--- src/sv/pdlg_pkg.sv ---
`timescale 1ns / 1ps

package pdlg_pkg;

    // Configuration register indexes.
    localparam logic [2:0] CFG_DIVIDE_KNOB      = 3'd0;
    localparam logic [2:0] CFG_INVERT_LOGIC     = 3'd1;
    localparam logic [2:0] CFG_GATE_SETS_LOOP   = 3'd2;
    localparam logic [2:0] CFG_COUNT_ONLY_GATED = 3'd3;
    localparam logic [2:0] CFG_PULSE_TICKS      = 3'd4;

    localparam int CFG_INDEX_W = 3;
    localparam int CFG_DATA_W  = 16;
    localparam int MV_W        = 15;

    // Reset values of the configuration registers.
    localparam logic [8:0]  DIVIDE_KNOB_RST = 9'd16;
    localparam logic [15:0] PULSE_TICKS_RST = 16'd48;

    // Schmitt thresholds, gate-on level and CV full scale, in millivolts.
    localparam logic signed [MV_W-1:0] SCHMITT_LOW_MV  = 15'sd10;
    localparam logic signed [MV_W-1:0] SCHMITT_HIGH_MV = 15'sd2000;
    localparam logic signed [MV_W-1:0] GATE_ON_MV      = 15'sd200;
    localparam logic signed [MV_W-1:0] CV_FULL_MV      = 15'sd10000;

    // Divide count limits.
    localparam logic [8:0] TARGET_MIN = 9'd2;
    localparam logic [8:0] TARGET_MAX = 9'd256;

    // Settle delay: the delay ends on the tick whose count is at least this.
    localparam logic [2:0] SETTLE_TICKS = 3'd5;
    localparam logic [2:0] SETTLE_SAT   = 3'd7;

    // CV scaling: floor(cv * 254 / 10000) = floor(cv * 127 / 5000), done as a
    // multiply by a rounded-up reciprocal of 5000 and a shift.
    localparam int                CV_SHIFT   = 35;
    localparam longint unsigned   CV_RECIP   =
        ((64'd1 << CV_SHIFT) + 64'd4999) / 64'd5000;
    localparam logic [29:0]       CV_MULT    = 30'(CV_RECIP * 64'd127);
    localparam int                CV_PROD_W  = 44;

endpackage

--- src/sv/pulse_divider_with_loop_gate.sv ---
`timescale 1ns / 1ps
// Each accepted input beat yields its result beat in the next cycle.
// Throughput: one input beat per cycle; the result register is the only
// stage, and it takes a new beat whenever it is empty or being drained.
// Reset (i_rst_n low, synchronous): detectors high, counters and flags clear,
// settle delay pending, configuration back to its defaults, no result valid.
module pulse_divider_with_loop_gate
    import pdlg_pkg::*;
(
    input  logic                   i_clk,
    input  logic                   i_rst_n,

    input  logic                   i_cfg_we,
    input  logic [CFG_INDEX_W-1:0] i_cfg_index,
    input  logic [CFG_DATA_W-1:0]  i_cfg_data,

    input  logic                   i_in_valid,
    output logic                   o_in_ready,
    input  logic signed [MV_W-1:0] i_reset_mv,
    input  logic signed [MV_W-1:0] i_clock_mv,
    input  logic signed [MV_W-1:0] i_loop_mv,
    input  logic                   i_loop_connected,
    input  logic signed [MV_W-1:0] i_count_cv_mv,
    input  logic                   i_count_cv_connected,
    input  logic                   i_loop_button,

    output logic                   o_out_valid,
    input  logic                   i_out_ready,
    output logic                   o_pulse_out,
    output logic                   o_loop_on,
    output logic [7:0]             o_count_now,
    output logic [8:0]             o_target_count
);

    // Configuration.
    logic [8:0]  r_divide_knob;
    logic        r_invert_logic;
    logic        r_gate_sets_loop;
    logic        r_count_only_gated;
    logic [15:0] r_pulse_ticks;

    // Tick state.
    logic        r_reset_det, n_reset_det;
    logic        r_clock_det, n_clock_det;
    logic        r_loop_det, n_loop_det;
    logic        r_button_last, n_button_last;
    logic        r_loop_mode, n_loop_mode;
    logic        r_gate_seen, n_gate_seen;
    logic [7:0]  r_counter, n_counter;
    logic        r_fired_once, n_fired_once;
    logic        r_armed, n_armed;
    logic        r_settling, n_settling;
    logic [2:0]  r_settle_cnt, n_settle_cnt;
    logic [15:0] r_pulse_left, n_pulse_left;

    // Result register.
    logic        r_out_valid;
    logic        r_pulse_out, n_pulse_out;
    logic [8:0]  r_target;

    logic                 in_fire;
    logic [CV_PROD_W-1:0] cv_prod;
    logic [8:0]           cv_target;
    logic [8:0]           target;
    logic [8:0]           next_count;
    logic                 wrap;
    logic                 start;
    logic                 reset_edge;
    logic                 clock_edge;
    logic                 loop_edge;

    assign o_in_ready = !r_out_valid || i_out_ready;
    assign in_fire    = i_in_valid && o_in_ready;

    // Only the low 14 bits of a positive CV below full scale reach here.
    assign cv_prod   = CV_PROD_W'(i_count_cv_mv[13:0]) * CV_PROD_W'(CV_MULT);
    assign cv_target = TARGET_MIN + cv_prod[CV_SHIFT+8:CV_SHIFT];

    always_comb begin
        if (i_count_cv_connected) begin
            if (i_count_cv_mv <= 15'sd0) begin
                target = TARGET_MIN;
            end else if (i_count_cv_mv >= CV_FULL_MV) begin
                target = TARGET_MAX;
            end else begin
                target = cv_target;
            end
        end else if (r_divide_knob < TARGET_MIN) begin
            target = TARGET_MIN;
        end else if (r_divide_knob > TARGET_MAX) begin
            target = TARGET_MAX;
        end else begin
            target = r_divide_knob;
        end
    end

    always_comb begin
        n_reset_det   = r_reset_det;
        n_clock_det   = r_clock_det;
        n_loop_det    = r_loop_det;
        n_button_last = r_button_last;
        n_loop_mode   = r_loop_mode;
        n_gate_seen   = r_gate_seen;
        n_counter     = r_counter;
        n_fired_once  = r_fired_once;
        n_armed       = r_armed;
        n_settling    = r_settling;
        n_settle_cnt  = r_settle_cnt;
        n_pulse_left  = r_pulse_left;
        start         = 1'b0;
        reset_edge    = 1'b0;
        clock_edge    = 1'b0;
        loop_edge     = 1'b0;
        next_count    = 9'd0;
        wrap          = 1'b0;

        // Loop mode.
        if (i_loop_connected) begin
            if (r_gate_sets_loop) begin
                if (i_loop_mv > GATE_ON_MV) begin
                    n_loop_mode = 1'b1;
                    if (r_count_only_gated && !r_gate_seen) begin
                        n_counter    = 8'd0;
                        n_settle_cnt = 3'd0;
                        n_settling   = 1'b1;
                        n_gate_seen  = 1'b1;
                    end
                end else begin
                    n_loop_mode = 1'b0;
                    n_gate_seen = 1'b0;
                end
            end else begin
                if (r_loop_det) begin
                    if (i_loop_mv <= SCHMITT_LOW_MV) n_loop_det = 1'b0;
                end else if (i_loop_mv >= SCHMITT_HIGH_MV) begin
                    n_loop_det = 1'b1;
                    loop_edge  = 1'b1;
                end
                if (loop_edge) n_loop_mode = !r_loop_mode;
            end
        end else begin
            if (i_loop_button && !r_button_last) n_loop_mode = !r_loop_mode;
            n_button_last = i_loop_button;
        end

        // Reset input.
        if (r_reset_det) begin
            if (i_reset_mv <= SCHMITT_LOW_MV) n_reset_det = 1'b0;
        end else if (i_reset_mv >= SCHMITT_HIGH_MV) begin
            n_reset_det = 1'b1;
            reset_edge  = 1'b1;
        end
        if (reset_edge) begin
            n_counter    = 8'd0;
            n_fired_once = 1'b0;
            n_settle_cnt = 3'd0;
            n_settling   = 1'b1;
        end

        // Clock input.
        if (r_clock_det) begin
            if (i_clock_mv <= SCHMITT_LOW_MV) n_clock_det = 1'b0;
        end else if (i_clock_mv >= SCHMITT_HIGH_MV) begin
            n_clock_det = 1'b1;
            clock_edge  = 1'b1;
        end
        if (clock_edge) begin
            if (r_count_only_gated && r_gate_sets_loop && !n_gate_seen) begin
                n_armed = 1'b0;
            end else begin
                n_armed      = !n_fired_once || n_loop_mode;
                n_settle_cnt = 3'd0;
                n_settling   = 1'b1;
            end
        end

        // Settle delay, then one count.
        if (n_armed) begin
            if (n_settling) begin
                if (n_settle_cnt >= SETTLE_TICKS) n_settling = 1'b0;
                if (n_settle_cnt < SETTLE_SAT) n_settle_cnt = n_settle_cnt + 3'd1;
            end else begin
                next_count = {1'b0, n_counter} + 9'd1;
                wrap       = next_count >= target;
                if (wrap) begin
                    next_count   = 9'd0;
                    n_fired_once = 1'b1;
                end
                start     = r_invert_logic ? !wrap : wrap;
                n_counter = next_count[7:0];
                n_armed   = 1'b0;
            end
        end

        // Output pulse.
        if (start && r_pulse_ticks > n_pulse_left) n_pulse_left = r_pulse_ticks;
        n_pulse_out = n_pulse_left != 16'd0;
        if (n_pulse_out) n_pulse_left = n_pulse_left - 16'd1;
    end

    always_ff @(posedge i_clk) begin
        if (!i_rst_n) begin
            r_divide_knob      <= DIVIDE_KNOB_RST;
            r_invert_logic     <= 1'b0;
            r_gate_sets_loop   <= 1'b0;
            r_count_only_gated <= 1'b0;
            r_pulse_ticks      <= PULSE_TICKS_RST;
        end else if (i_cfg_we) begin
            case (i_cfg_index)
                CFG_DIVIDE_KNOB:      r_divide_knob      <= i_cfg_data[8:0];
                CFG_INVERT_LOGIC:     r_invert_logic     <= i_cfg_data[0];
                CFG_GATE_SETS_LOOP:   r_gate_sets_loop   <= i_cfg_data[0];
                CFG_COUNT_ONLY_GATED: r_count_only_gated <= i_cfg_data[0];
                CFG_PULSE_TICKS:      r_pulse_ticks      <= i_cfg_data;
                default: ;
            endcase
        end
    end

    always_ff @(posedge i_clk) begin
        if (!i_rst_n) begin
            r_reset_det   <= 1'b1;
            r_clock_det   <= 1'b1;
            r_loop_det    <= 1'b1;
            r_button_last <= 1'b0;
            r_loop_mode   <= 1'b0;
            r_gate_seen   <= 1'b0;
            r_counter     <= 8'd0;
            r_fired_once  <= 1'b0;
            r_armed       <= 1'b0;
            r_settling    <= 1'b1;
            r_settle_cnt  <= 3'd0;
            r_pulse_left  <= 16'd0;
        end else if (in_fire) begin
            r_reset_det   <= n_reset_det;
            r_clock_det   <= n_clock_det;
            r_loop_det    <= n_loop_det;
            r_button_last <= n_button_last;
            r_loop_mode   <= n_loop_mode;
            r_gate_seen   <= n_gate_seen;
            r_counter     <= n_counter;
            r_fired_once  <= n_fired_once;
            r_armed       <= n_armed;
            r_settling    <= n_settling;
            r_settle_cnt  <= n_settle_cnt;
            r_pulse_left  <= n_pulse_left;
        end
    end

    // The result beat carries loop mode and counter as left by its tick, so
    // they are the state registers themselves.
    always_ff @(posedge i_clk) begin
        if (!i_rst_n) begin
            r_out_valid <= 1'b0;
        end else if (in_fire) begin
            r_out_valid <= 1'b1;
        end else if (i_out_ready) begin
            r_out_valid <= 1'b0;
        end
    end

    always_ff @(posedge i_clk) begin
        if (in_fire) begin
            r_pulse_out <= n_pulse_out;
            r_target    <= target;
        end
    end

    assign o_out_valid    = r_out_valid;
    assign o_pulse_out    = r_pulse_out;
    assign o_loop_on      = r_loop_mode;
    assign o_count_now    = r_counter;
    assign o_target_count = r_target;

endmodule

--- config.mk ---
export PLATFORM = sky130hd
export DESIGN_NAME = pulse_divider_with_loop_gate
export DESIGN_NICKNAME = d
export VERILOG_FILES = /design/src/sv/pdlg_pkg.sv /design/src/sv/pulse_divider_with_loop_gate.sv
export SDC_FILE = /design/constraint.sdc
export NUM_CORES = 1
export LEC_CHECK = 0
export BUFFER_PORTS_ARGS = -buffer_cell sky130_fd_sc_hd__buf_4
export CAP_MARGIN = 20
export CORE_UTILIZATION = 55
export DETAILED_ROUTE_END_ITERATION = 10
export PLACE_DENSITY = 0.85
export REMOVE_ABC_BUFFERS = 1
export SKIP_CTS_REPAIR_TIMING = 1
export SYNTH_ARGS = -nofsm -noshare
export SYNTH_HDL_FRONTEND = slang
export SYNTH_SLANG_ARGS = --single-unit
--- constraint.sdc ---
create_clock -name i_clk -period 10.6 [get_ports i_clk]
set_input_delay 1.06 -clock i_clk [delete_from_list [all_inputs] [get_ports i_clk]]
set_output_delay 1.06 -clock i_clk [all_outputs]
set_load 0.02 [all_outputs]
---- Word-level counts from Yosys, hierarchy flattened ----
Index checks and enable logic that the tools add are counted.
W data, S select, Z words.
word-level totals
  word-level logic and storage cells ...... 142
  output and inout bits ................... 21
  flip-flop bits (word level) ............. 75
operators by class
  mux-type cells .......................... 71
  multiply operators ...................... 1
  add/sub/neg operators ................... 4
  bitwise logic cells ..................... 2
  order comparisons ....................... 15
  reduce and logical (&&, ||, !) cells .... 25
  eq/ne operators ......................... 4
operator list
  kind                      count
  $mux W8                   8
  $mux W1                   46
  $ge A15 B12 Y1 const B    3
  $le A15 B5 Y1 const B     3
  $mux W9                   5
  $mul A14 B28 Y42 const B  1
  $mux W16                  2
  $mux W3                   10
  $gt A16 B16 Y1            1
  $reduce_bool A16 Y1       1
  $sub A16 B1 Y16 const B   1
  $ge A15 B15 Y1 const B    1
  $gt A15 B9 Y1 const B     1
  $le A15 B1 Y1 const B     1
  $reduce_and A2 Y1         6
  $add A2 B9 Y9 const A     1
  $add A8 B1 Y9 const B     1
  $ge A9 B9 Y1              1
  $gt A9 B9 Y1 const B      1
  $lt A9 B2 Y1 const B      1
  $logic_not A1 Y1          7
  $eq A3 B2 Y1 const B      2
  $logic_and A1 B1 Y1       6
  $add A3 B1 Y3 const B     1
  9 further kinds           11

---- Depth between registers and ports, before layout ----
Gate-level depths: netlist of run 1.
  depth in word-level cells ............... 17
  gate-level depth with buffers ........... 45
  depth with buffers taken out ............ 44

---- Worst setup path after synthesis of run 1 ----
Ideal clock, no wire load.
  path type ............................... input to register
  start point ............................. input i_count_cv_mv[8]
  end point ............................... register r_pulse_left[9]
  stages .................................. 39
  slack ................................... 212 ps
  setup time .............................. 116 ps
  path buffers ............................ 1
  data arrival time ....................... 10273 ps
  path through ............................ fa_1 -> inv_1 -> fa_1 -> fa_1 -> inv_1 -> fa_1 -> inv_1 -> fa_1 -> inv_1 -> ha_1 -> ha_1 -> a21oi_1 -> o21ai_0 -> a221o_1 -> a221oi_1 -> a21oi_1 -> xor2_1 -> and3_1 -> [... 3 more ...] -> and2_1 -> ha_1 -> a211oi_1 -> o21ai_0 -> o32a_1 -> xor2_1 -> nand2_2 -> buf_2 -> a21oi_1 -> ha_1 -> nor4b_1 -> inv_1 -> nor2_1 -> nand3_1 -> o211ai_2 -> mux2_2 -> o311a_1 -> a31o_1
on the way
  cells in the longest elaborated chain, start to end .. 14
  elaborated cells on any way between the ends .. 17
  those cells by class .................... 2 x add/sub; 1 x mul; 3 x order compare; 8 x mux; 3 x reduce/logical
RTL lines
  item                                                    RTL line                                                                  RTL
  start: declaration                                      pulse_divider_with_loop_gate.sv:23                                        input logic signed [MV_W-1:0] i_count_cv_mv,
  $mul A14 B28 Y42                                        pulse_divider_with_loop_gate.sv:76                                        assign cv_prod = CV_PROD_W'(i_count_cv_mv[13:0]) * CV_PROD_W'(CV_MULT);
  $add A2 B9 Y9                                           pulse_divider_with_loop_gate.sv:77                                        assign cv_target = TARGET_MIN + cv_prod[CV_SHIFT+8:CV_SHIFT];
  $mux W9                                                 pulse_divider_with_loop_gate.sv:83                                        end else if (i_count_cv_mv >= CV_FULL_MV) begin
  $mux W9 *                                               pulse_divider_with_loop_gate.sv:81                                        if (i_count_cv_mv <= 15'sd0) begin
  $mux W9 *                                               pulse_divider_with_loop_gate.sv:80                                        if (i_count_cv_connected) begin
  $ge A9 B9 Y1 *                                          pulse_divider_with_loop_gate.sv:184                                       wrap = next_count >= target;
  $logic_not A1 Y1                                        pulse_divider_with_loop_gate.sv:189                                       start = r_invert_logic ? !wrap : wrap;
  $mux W1 *                                               pulse_divider_with_loop_gate.sv:189
  $mux W1 *                                               pulse_divider_with_loop_gate.sv:179                                       if (n_settling) begin
  $mux W1 *                                               pulse_divider_with_loop_gate.sv:178                                       if (n_armed) begin
  $logic_and A1 B1 Y1 *                                   pulse_divider_with_loop_gate.sv:196                                       if (start && r_pulse_ticks > n_pulse_left) n_pulse_left = r_pulse_ticks;
  $mux W16 *                                              pulse_divider_with_loop_gate.sv:196
  $sub A16 B1 Y16 or $reduce_bool A16 Y1 (tied branches)  pulse_divider_with_loop_gate.sv:198, pulse_divider_with_loop_gate.sv:197
  $mux W16 *                                              pulse_divider_with_loop_gate.sv:198                                       if (n_pulse_out) n_pulse_left = n_pulse_left - 16'd1;
  end signal: assignment                                  pulse_divider_with_loop_gate.sv:246                                       r_pulse_left <= n_pulse_left;
  end: declaration                                        pulse_divider_with_loop_gate.sv:54                                        logic [15:0] r_pulse_left, n_pulse_left;
Every way passes the cells marked *; elsewhere a longest branch is shown, timed or not.
A chain may end at the register's enable or synchronous reset.

---- Worst setup path in the final report of run 1 ----
  start point ............................. input i_count_cv_mv[11]
  end point ............................... register r_pulse_left[9]
Same word-level chain as after synthesis.

==> reports/qor.yml, run 1 <==
status:
  status: "completed"
yosys:
  synth_top_area_frac: 0.228
  synth_area_leader_cell: "ha_1"
  yosysUniqueCellTypes: 81
  synth_cells: 1310
  yosys.cell_count.top_type: "inv_1"
  synthTopCellsByArea: "ha_1 23%, fa_1 16%, dfxtp_1 12%"
  synth_ff_type: "dfxtp_1"
  synth_area_per_cell_sq_um: 8.42
  synth_edf_count: 10
  ys_seq_elements: 75
  ys_async_sr_fraction: 0
  ys_seq_area_frac: 0.145
  yosys-top-cells-count: "217 x inv_1, 201 x ha_1, 123 x nand2_1"
  netlist_area_sq_um: 11000
  synth_warnings: 0
detailed_routing:
  drtIter0Drc: 857
  drc: 0
  viasPerCell: 5.97
  vias: 10177
  ant_nets: 0
  drt_wl_total_microns: 31200
  wire_per_inst_microns: 18.3
  firstDrtPassIters: 5
cts:
  clkLatencyLatePin_ns: 0.35
  cts_max_level: 3
  clockBufferDepth: 2
  path_clk_slew_ns: 0.07
  cts-root-buf: "clkbuf_16"
  cts_tree: "built"
  clock_sinks: 75
  cts_buffers: 9
hold_path:
  hp-class: "register to register"
  hold_path_end: "r_reset_det"
  min_from: "r_reset_det"
  min_path_cells: 1
final_layout:
  seqCellArea_sq_um: 1600
  diodes: 0
  fillers: 1607
  multi_input_area_sq_um: 8680
  drive_above_1_share: 0.149
  nets: 1811
  area_growth_pct: 16.4
sta:
  layout_setup_ws_ns: 0.243
  timing.final.crit_share: 0.977
  period_minus_slack_ns: 10.36
  whs_ns: 0.464
  max_slew_margin: 0.512
  worstMarginPinSlew_ns: 0.724
  max_freq_ghz: 0.0966
  clock_skew_ns: 0.0110
  maxSlewViolCount: 0
  setup_viol: 0
  hold_viol: 0
setup_path:
  critPathLaunch: "i_count_cv_mv[11]"
  timing.rr.start: "r_gate_sets_loop"
  critPathMaxFanout: 6
  crit_slowest_cell: "fa_1"
  worstSetupPathType: "input port to register"
  arrival_ns: 10.60
  rrSetupSlack_ns: 4.68
  critPathMaxStageDelay_ns: 0.56
  cp_common_cell: "fa_1"
  reg2reg_to: "r_pulse_left[9]"
  crit_required_ns: 10.85
  reg2reg_depth: 26
  critical_path.startpoint_type: "input port"
  end_kind: "register"
global_routing:
  track_usage: 0.307
  top_usage_layer: "met2"
  grt_remaining_overflow: 0
  grtUsageMet2: 0.520
  grt_pass1_wl_microns: 48900
  grt_util_met3: 0.0393
  antenna_found_initial: 0
  met1_usage: 0.392
  grt_max_degree: 68
  grt_pass1_vias: 9785
floorplanning:
  die-area_sq_um: 20600
  fp.dieW_microns: 144
  core-area_sq_um: 19500
  start_util: 0.565
  ios: 108
  num_rows: 51
  die_h_microns: 144
place:
  gp_congestion: 0.986
  port_buffers: 107
  post-dp-hpwl_microns: 25400
  pre_cts_ws_ns: -0.282
power_and_ir_drop:
  ir_drop_mv: 0.271
  p_leak_uw: 0.00628
  power-per-cell-area_nw_per_um2: 251
job:
  max-cap-violations: 0
[worst max-delay path by stage]
stage,endpoint,slack (ns)
after floorplan,r_pulse_left[15],-0.28
after global placement,r_pulse_left[9],-0.05
after detailed placement,r_pulse_left[9],-0.28
after CTS,r_pulse_left[9],0.04
after global routing,r_pulse_left[9],-0.14
final,r_pulse_left[9],0.24
[cell families after synthesis]
| group | synth area share |
|---|---|
| AOI/OAI and AO/OA | 0.186 |
| xor gates and xnor gates | 0.0213 |
| buffers and inverters | 0.0848 |
| DFF | 0.145 |
| muxes | 0.0150 |
| and+or+nand+nor | 0.162 |
| adders and majority gates | 0.386 |
[placed cells by master, fill, tap and decap left out, drive strengths merged, types with 10 or more instances in the layout]
| master | instances |
|---|---|
| inv | 222 |
| ha | 201 |
| buf | 145 |
| nand2 | 124 |
| fa | 87 |
| a21oi | 71 |
| dfxtp | 65 |
| nor2 | 56 |
| o21ai | 53 |
| nand3 | 46 |
| a21boi | 31 |
| a21o | 23 |
| nor3 | 20 |
| nor4 | 19 |
| nor2b | 17 |
| and3 | 16 |
| o211ai | 16 |
| and2 | 15 |
| nand4 | 14 |
| o21a | 13 |
| xor2 | 13 |
| xnor2 | 13 |
| mux2i | 12 |
| or3 | 10 |
| a22oi | 10 |
| edfxtp | 10 |
[critical path, delay by kind of cell]
kind / cells / cell delay (ns)
adder cells (fa/ha/maj): 9 / 3.75
AO/OA/AOI/OAI: 11 / 2.31
AND/OR/NAND/NOR: 9 / 1.68
multiplexers: 2 / 0.73
buffers and inverters: 7 / 0.70
XOR/XNOR: 2 / 0.35
[layout make-up]
type | instances | share of cell area
clock buffer | 9 | 0.0175
inverter | 217 | 0.0635
sequential | 75 | 0.125
timing repair buffer | 145 | 0.0848
tap | 265 | 0.0258
clock inverter | 7 | 0.00702
multi-input combinational | 988 | 0.677
[power by group]
group	switching (uW)	total [uW]	internal [uW]
combinational	1450	2520	1070
clock	143	332	190
sequential	37.1	366	329
[flip-flops by register name, indices dropped and copies added (netlist names), 3 cells and up]
name and count:
r_divide_knob 9, o_count_now 8, r_pulse_left 16, r_settle_cnt 3
o_target_count 9, r_pulse_ticks 16
[metrics by stage]
stage | std cells | total power, uW | TNS (ns) | area [sq um] | utilization
detailed placement | 1687 | 2690 | -1.59 | 12300 | 0.630
global route | 1706 | 3510 | -0.652 | 12800 | 0.657
floorplan | 1280 | 2030 | -0.868 | 10900 | -
finish | 1706 | 3220 | 0 | 12800 | 0.657
CTS | 1703 | 3040 | 0 | 12600 | 0.646
global placement | 1687 | 2650 | -0.0486 | 12300 | 0.630
[per-layer routing]
layer  up-vias  share of wire  wire, microns
li1       4813              -              -
met1      4822           0.41          12600
met2       445           0.48          15000
met3        97          0.070           2200
met4         0          0.042           1310
met5         -              0              0
(Power assumes the default switching activity.)
==> run 2, diff against run 1 <==
PLACE_DENSITY = 0.82   (was 0.85)
clock period = 13.4 ns   (was 10.6 ns; I/O delays follow)
==> reports/qor.yml, run 2 (synthesized netlist as in run 1, its figures left out) <==
sta:
  max_freq_ghz: 0.0846
  maxSlewViolCount: 0  # unchanged
  rsz0062_at_grt: "no"
  period_minus_slack_ns: 11.83
  clock_skew_ns: 0.00922  # was 0.0110 ns
  timing.final.crit_share: 0.883
  whs_ns: 0.453  # was 0.464 ns
  worstMarginPinSlew_ns: 0.836  # was 0.724 ns
  setup_tns_ns: 0  # unchanged
  setup_viol: 0  # unchanged
  hold_viol: 0  # unchanged
  max_slew_margin: 0.441  # was 0.512
setup_path:
  crit_required_ns: 13.64  # was 10.85 ns
  crit_slowest_cell: "fa_1"  # unchanged
  reg2reg_to: "r_pulse_left[15]"  # was r_pulse_left[9]
  reg2reg_depth: 28  # was 26
  end_kind: "register"  # unchanged
  critPathMaxFanout: 19  # was 6
  critical_path.startpoint_type: "input port"  # unchanged
  timing.rr.start: "r_gate_sets_loop"  # unchanged
  arrival_ns: 12.06  # was 10.60 ns
  cp_common_cell: "fa_1"  # unchanged
  worstSetupPathType: "input port to register"  # unchanged
  critPathMaxStageDelay_ns: 0.57  # was 0.56 ns
  rrSetupSlack_ns: 6.78  # was 4.68 ns
cts:
  cts-root-buf: "clkbuf_16"  # unchanged
  clock_sinks: 75  # unchanged
  clockBufferDepth: 2  # unchanged
  cts_buffers: 9  # unchanged
  clkLatencyLatePin_ns: 0.35  # about the same
  cts_max_level: 3  # unchanged
  cts_tree: "built"  # unchanged
  path_clk_slew_ns: 0.06  # was 0.07 ns
power_and_ir_drop:
  p_leak_uw: 0.00606  # was 0.00628 uW
  ir_drop_mv: 0.120  # was 0.271 mV
  power-per-cell-area_nw_per_um2: 193  # was 251 nW/um^2
global_routing:
  grt_remaining_overflow: 0  # unchanged
  grt_max_degree: 68  # unchanged
  grt_pass1_vias: 9620  # was 9785
  antenna_found_initial: 0  # unchanged
  grt_pass1_wl_microns: 48000  # was 48900 microns
  track_usage: 0.299  # was 0.307
place:
  dp_cells: 1656  # was 1687
  port_buffers: 107  # unchanged
  gp_congestion: 1.03  # was 0.986
  post-dp-hpwl_microns: 24400  # was 25400 microns
floorplanning:
  die-area_sq_um: 20600  # unchanged
  ios: 108  # unchanged
  die_h_microns: 144  # unchanged
  start_util: 0.565  # unchanged
  fp.dieW_microns: 144  # unchanged
  core-area_sq_um: 19500  # unchanged
  num_rows: 51  # unchanged
final_layout:
  nets: 1777  # was 1811
  drive_above_1_share: 0.108  # was 0.149
  layout_common_cells: "217 x inv_1, 201 x ha_1, 123 x nand2_1"  # was 217 x inv_1, 198 x ha_1, 145 x buf_4
  fillers: 1680  # was 1607
  diodes: 0  # unchanged
  stdcell_count: 1672  # was 1706
  top_regs: "r_pulse_left x16, r_pulse_ticks x16"  # unchanged
  final_common_cell: "inv_1"  # unchanged
  area_growth_pct: 12.7  # was 16.4%
detailed_routing:
  vias: 9820  # was 10177
  drc: 0  # unchanged
  drt_wl_total_microns: 29600  # was 31200 microns
  firstDrtPassIters: 5  # unchanged
  drtIter0Drc: 769  # was 857
  wire_per_inst_microns: 17.7  # was 18.3 microns
  viasPerCell: 5.87  # was 5.97
  ant_nets: 0  # unchanged
hold_path:
  hp-class: "register to register"  # unchanged
  min_path_cells: 1  # unchanged
  hold_path_end: "r_reset_det"  # unchanged
  min_from: "r_reset_det"  # unchanged
status:
  status: "completed"  # unchanged
job:
  max-cap-violations: 0  # unchanged
-- run 2: cell types whose count changed in the layout (fill, tap and decap cells not counted), sizes merged --
cell	previous run	this run
buf	145	111
bufinv	1	3
clkinv	1	2
inv	222	219
-- run 2: worst max path at each step --
stage	start	slack, ns	to	cells after the start
after detailed placement	i_count_cv_mv[12]	1.44	r_pulse_left[15]	41
after global placement	i_count_cv_mv[12]	1.82	r_pulse_left[15]	41
after floorplan	i_count_cv_mv[8]	2.24	r_pulse_left[15]	40
after global routing	i_count_cv_mv[12]	0.96	r_pulse_left[15]	41
final	i_count_cv_mv[12]	1.57	r_pulse_left[15]	41
after CTS	i_count_cv_mv[12]	1.77	r_pulse_left[15]	41
-- run 2: final cells by class --
class	instances	area, sq um	area share
clock buffers	9	225	0.0181
clock inverters	7	124	0.00997
inverters	217	815	0.0656
multi-input cells	988	8490	0.684
flip-flops and latches	75	1600	0.129
well taps	265	332	0.0267
repair buffers	111	833	0.0671
-- run 2: routing by layer --
layer,track usage,share of wire,vias up
met2,0.505,0.48,392
met1,0.386,0.43,4631
met3,0.0463,0.064,57
met5,0,0,-
met4,0.106,0.031,0
li1,-,-,4740
-- run 2: worst max-delay path, delay by kind of cell --
kind | cells | cell delay, ns
AOI/OAI and AO/OA | 14 | 3.78
adders and majority gates | 9 | 3.66
and+or+nand+nor | 9 | 1.71
buffers and inverters | 6 | 0.74
xor gates and xnor gates | 2 | 0.41
muxes | 1 | 0.39
-- run 2: metrics by stage --
stage           util  instance area, sq um  power (uW)  setup slack, ns
6_report       0.636                 12400        2400             1.57
5_1_grt        0.636                 12400        2630            0.964
4_1_cts        0.636                 12400        2370             1.77
3_5_place_dp   0.618                 12100        2070             1.44
3_3_place_gp   0.618                 12100        2050             1.82
2_1_floorplan      -                 10900        1600             2.24
-- run 2: power by group --
group	internal (uW)	leakage (uW)	switching (uW)	total, uW
combinational	736	0.00527	1090	1820
clock	184	0.000172	101	285
sequential	260	0.000627	30.0	290
total	1180	0.00606	1220	2400
==> run 3, diff against run 2 <==
CORE_ASPECT_RATIO = 2   (was unset)
==> reports/qor.yml, run 3 (synthesized netlist as in run 1, its figures left out) <==
status:
  status: "finished with violations"  # was completed
  violations: "design-rule violations"
detailed_routing:
  drtIter0Drc: 520  # was 769
  drt_wl_total_microns: 32600  # was 29600 microns
  vias: 10048  # was 9820
  wire_per_inst_microns: 19.6  # was 17.7 microns
  ant_nets: 0  # unchanged
  firstDrtPassIters: 8  # was 5
  drc: 1  # was 0
  viasPerCell: 6.03  # was 5.87
power_and_ir_drop:
  switching_share: 0.523  # was 0.508
  power_frac_seq: 0.121  # about the same
  p_leak_uw: 0.00604  # was 0.00606 uW
  clockPowerShare: 0.101  # was 0.119
  p_switching_uw: 1260  # was 1220 uW
  p_int_uw: 1150  # was 1180 uW
  power-per-cell-area_nw_per_um2: 195  # was 193 nW/um^2
  ir_drop_mv: 0.194  # was 0.120 mV
  power_frac_comb: 0.778  # was 0.760
setup_path:
  reg2reg_depth: 28  # unchanged
  rrSetupSlack_ns: 6.18  # was 6.78 ns
  crit_required_ns: 13.64  # about the same
  arrival_ns: 12.76  # was 12.06 ns
  end_kind: "register"  # unchanged
  crit_slowest_cell: "xor2_1"  # was fa_1
  timing.rr.start: "r_gate_sets_loop"  # unchanged
  reg2reg_to: "r_pulse_left[15]"  # unchanged
  critical_path.startpoint_type: "input port"  # unchanged
  worstSetupPathType: "input port to register"  # unchanged
  critPathMaxFanout: 19  # unchanged
  critPathMaxStageDelay_ns: 0.80  # was 0.57 ns
final_layout:
  fillers: 1720  # was 1680
  stdcell_count: 1666  # was 1672
  area_growth_pct: 12.1  # was 12.7%
  final_common_cell: "inv_1"  # unchanged
  diodes: 0  # unchanged
  layout_common_cells: "217 x inv_1, 201 x ha_1, 123 x nand2_1"  # unchanged
  nets: 1777  # unchanged
  drive_above_1_share: 0.108  # unchanged
  design_area_sq_um: 12400  # about the same
  top_regs: "r_pulse_left x16, r_pulse_ticks x16"  # unchanged
floorplanning:
  start_util: 0.567  # was 0.565
  die_h_microns: 202  # was 144 microns
  ios: 108  # unchanged
  die-area_sq_um: 20600  # about the same
  core-area_sq_um: 19500  # about the same
  fp.dieW_microns: 102  # was 144 microns
  num_rows: 72  # was 51
sta:
  layout_setup_ws_ns: 0.881  # was 1.57 ns
  clock_skew_ns: 0.00681  # was 0.00922 ns
  setup_viol: 0  # unchanged
  hold_viol: 0  # unchanged
  setup_tns_ns: 0  # unchanged
  max_slew_margin: 0.358  # was 0.441
  rsz0062_at_grt: "no"  # unchanged
  maxSlewViolCount: 0  # unchanged
  worstMarginPinSlew_ns: 0.960  # was 0.836 ns
  timing.final.crit_share: 0.934  # was 0.883
  whs_ns: 0.456  # was 0.453 ns
  max_freq_ghz: 0.0799  # was 0.0846 GHz
  period_minus_slack_ns: 12.52  # was 11.83 ns
hold_path:
  min_path_cells: 1  # unchanged
  hold_path_end: "r_reset_det"  # unchanged
  min_from: "r_reset_det"  # unchanged
  hp-class: "register to register"  # unchanged
place:
  pre_cts_ws_ns: 0.862  # was 1.44 ns
  post-dp-hpwl_microns: 27300  # was 24400 microns
  gp_congestion: 1.01  # was 1.03
  dp_cells: 1650  # was 1656
  place_area_sq_um: 12100  # about the same
  port_buffers: 107  # unchanged
cts:
  path_clk_slew_ns: 0.06  # about the same
  cts_buffers: 9  # unchanged
  cts_max_level: 3  # unchanged
  cts_tree: "built"  # unchanged
  clockBufferDepth: 2  # unchanged
  cts-root-buf: "clkbuf_16"  # unchanged
  clkLatencyLatePin_ns: 0.35  # about the same
  clock_sinks: 75  # unchanged
global_routing:
  antenna_found_initial: 0  # unchanged
  grt_pass1_wl_microns: 50700  # was 48000 microns
  grt_max_degree: 68  # unchanged
  grt_remaining_overflow: 0  # unchanged
  grt_pass1_vias: 10345  # was 9620
  track_usage: 0.326  # was 0.299
job:
  max-cap-violations: 0  # unchanged
==> run 3: cell types whose count changed in the layout (fill, tap and decap cells not counted) <==
cell,before,now
clkinv_4,1,0
clkbuf_16,9,10
clkinv_2,1,2
inv_8,1,0
inv_4,0,1
bufinv_16,3,0
clkinvlp_4,0,1
clkbuf_8,0,1
==> run 3: metal layers <==
metal	vias up	share of wire	global-route usage	wire (microns)
met5	-	0	0	0
met4	0	0.087	0.266	2850
met3	154	0.040	0.0429	1310
met2	389	0.55	0.615	17900
met1	4781	0.32	0.294	10500
li1	4724	-	-	-
==> run 3: worst max path at each step <==
stage	start	to	cells after the start
CTS	i_count_cv_mv[12]	r_pulse_left[15]	42
global placement	i_count_cv_mv[12]	r_pulse_left[15]	41
floorplan	i_count_cv_mv[8]	r_pulse_left[15]	40
detailed placement	i_count_cv_mv[12]	r_pulse_left[15]	42
global route	i_count_cv_mv[8]	r_pulse_left[15]	43
finish	i_count_cv_mv[12]	r_pulse_left[15]	42
==> run 3: final cells by class <==
type / count / area (sq um) / share of cell area
sequential: 75 / 1600 / 0.130
clock inverter: 5 / 32.5 / 0.00263
tap: 259 / 324 / 0.0262
multi-input combinational: 988 / 8490 / 0.687
timing repair buffer: 111 / 833 / 0.0674
inverter: 217 / 815 / 0.0659
clock buffer: 11 / 264 / 0.0214
==> run 3: worst max-delay path: cells and delay by family <==
kind / cells / cell delay (ns)
adder cells (fa/ha/maj): 10 / 4.08
AO/OA/AOI/OAI: 14 / 3.85
AND/OR/NAND/NOR: 9 / 1.38
XOR/XNOR: 3 / 1.32
buffers and inverters: 6 / 0.75
==> run 3: power groups by stage <==
stage	registers, uW	clock network, uW	logic, uW
after floorplan	293	0	1310
after global placement	294	0	1810
after detailed placement	295	0	1840
after CTS	290	247	1860
after global routing	296	256	2070
final	293	244	1880
==> run 3: per-stage QoR <==
step                 util  power, uW
finish              0.635       2420
global route        0.635       2630
CTS                 0.635       2390
detailed placement  0.620       2140
global placement    0.620       2110
floorplan               -       1600
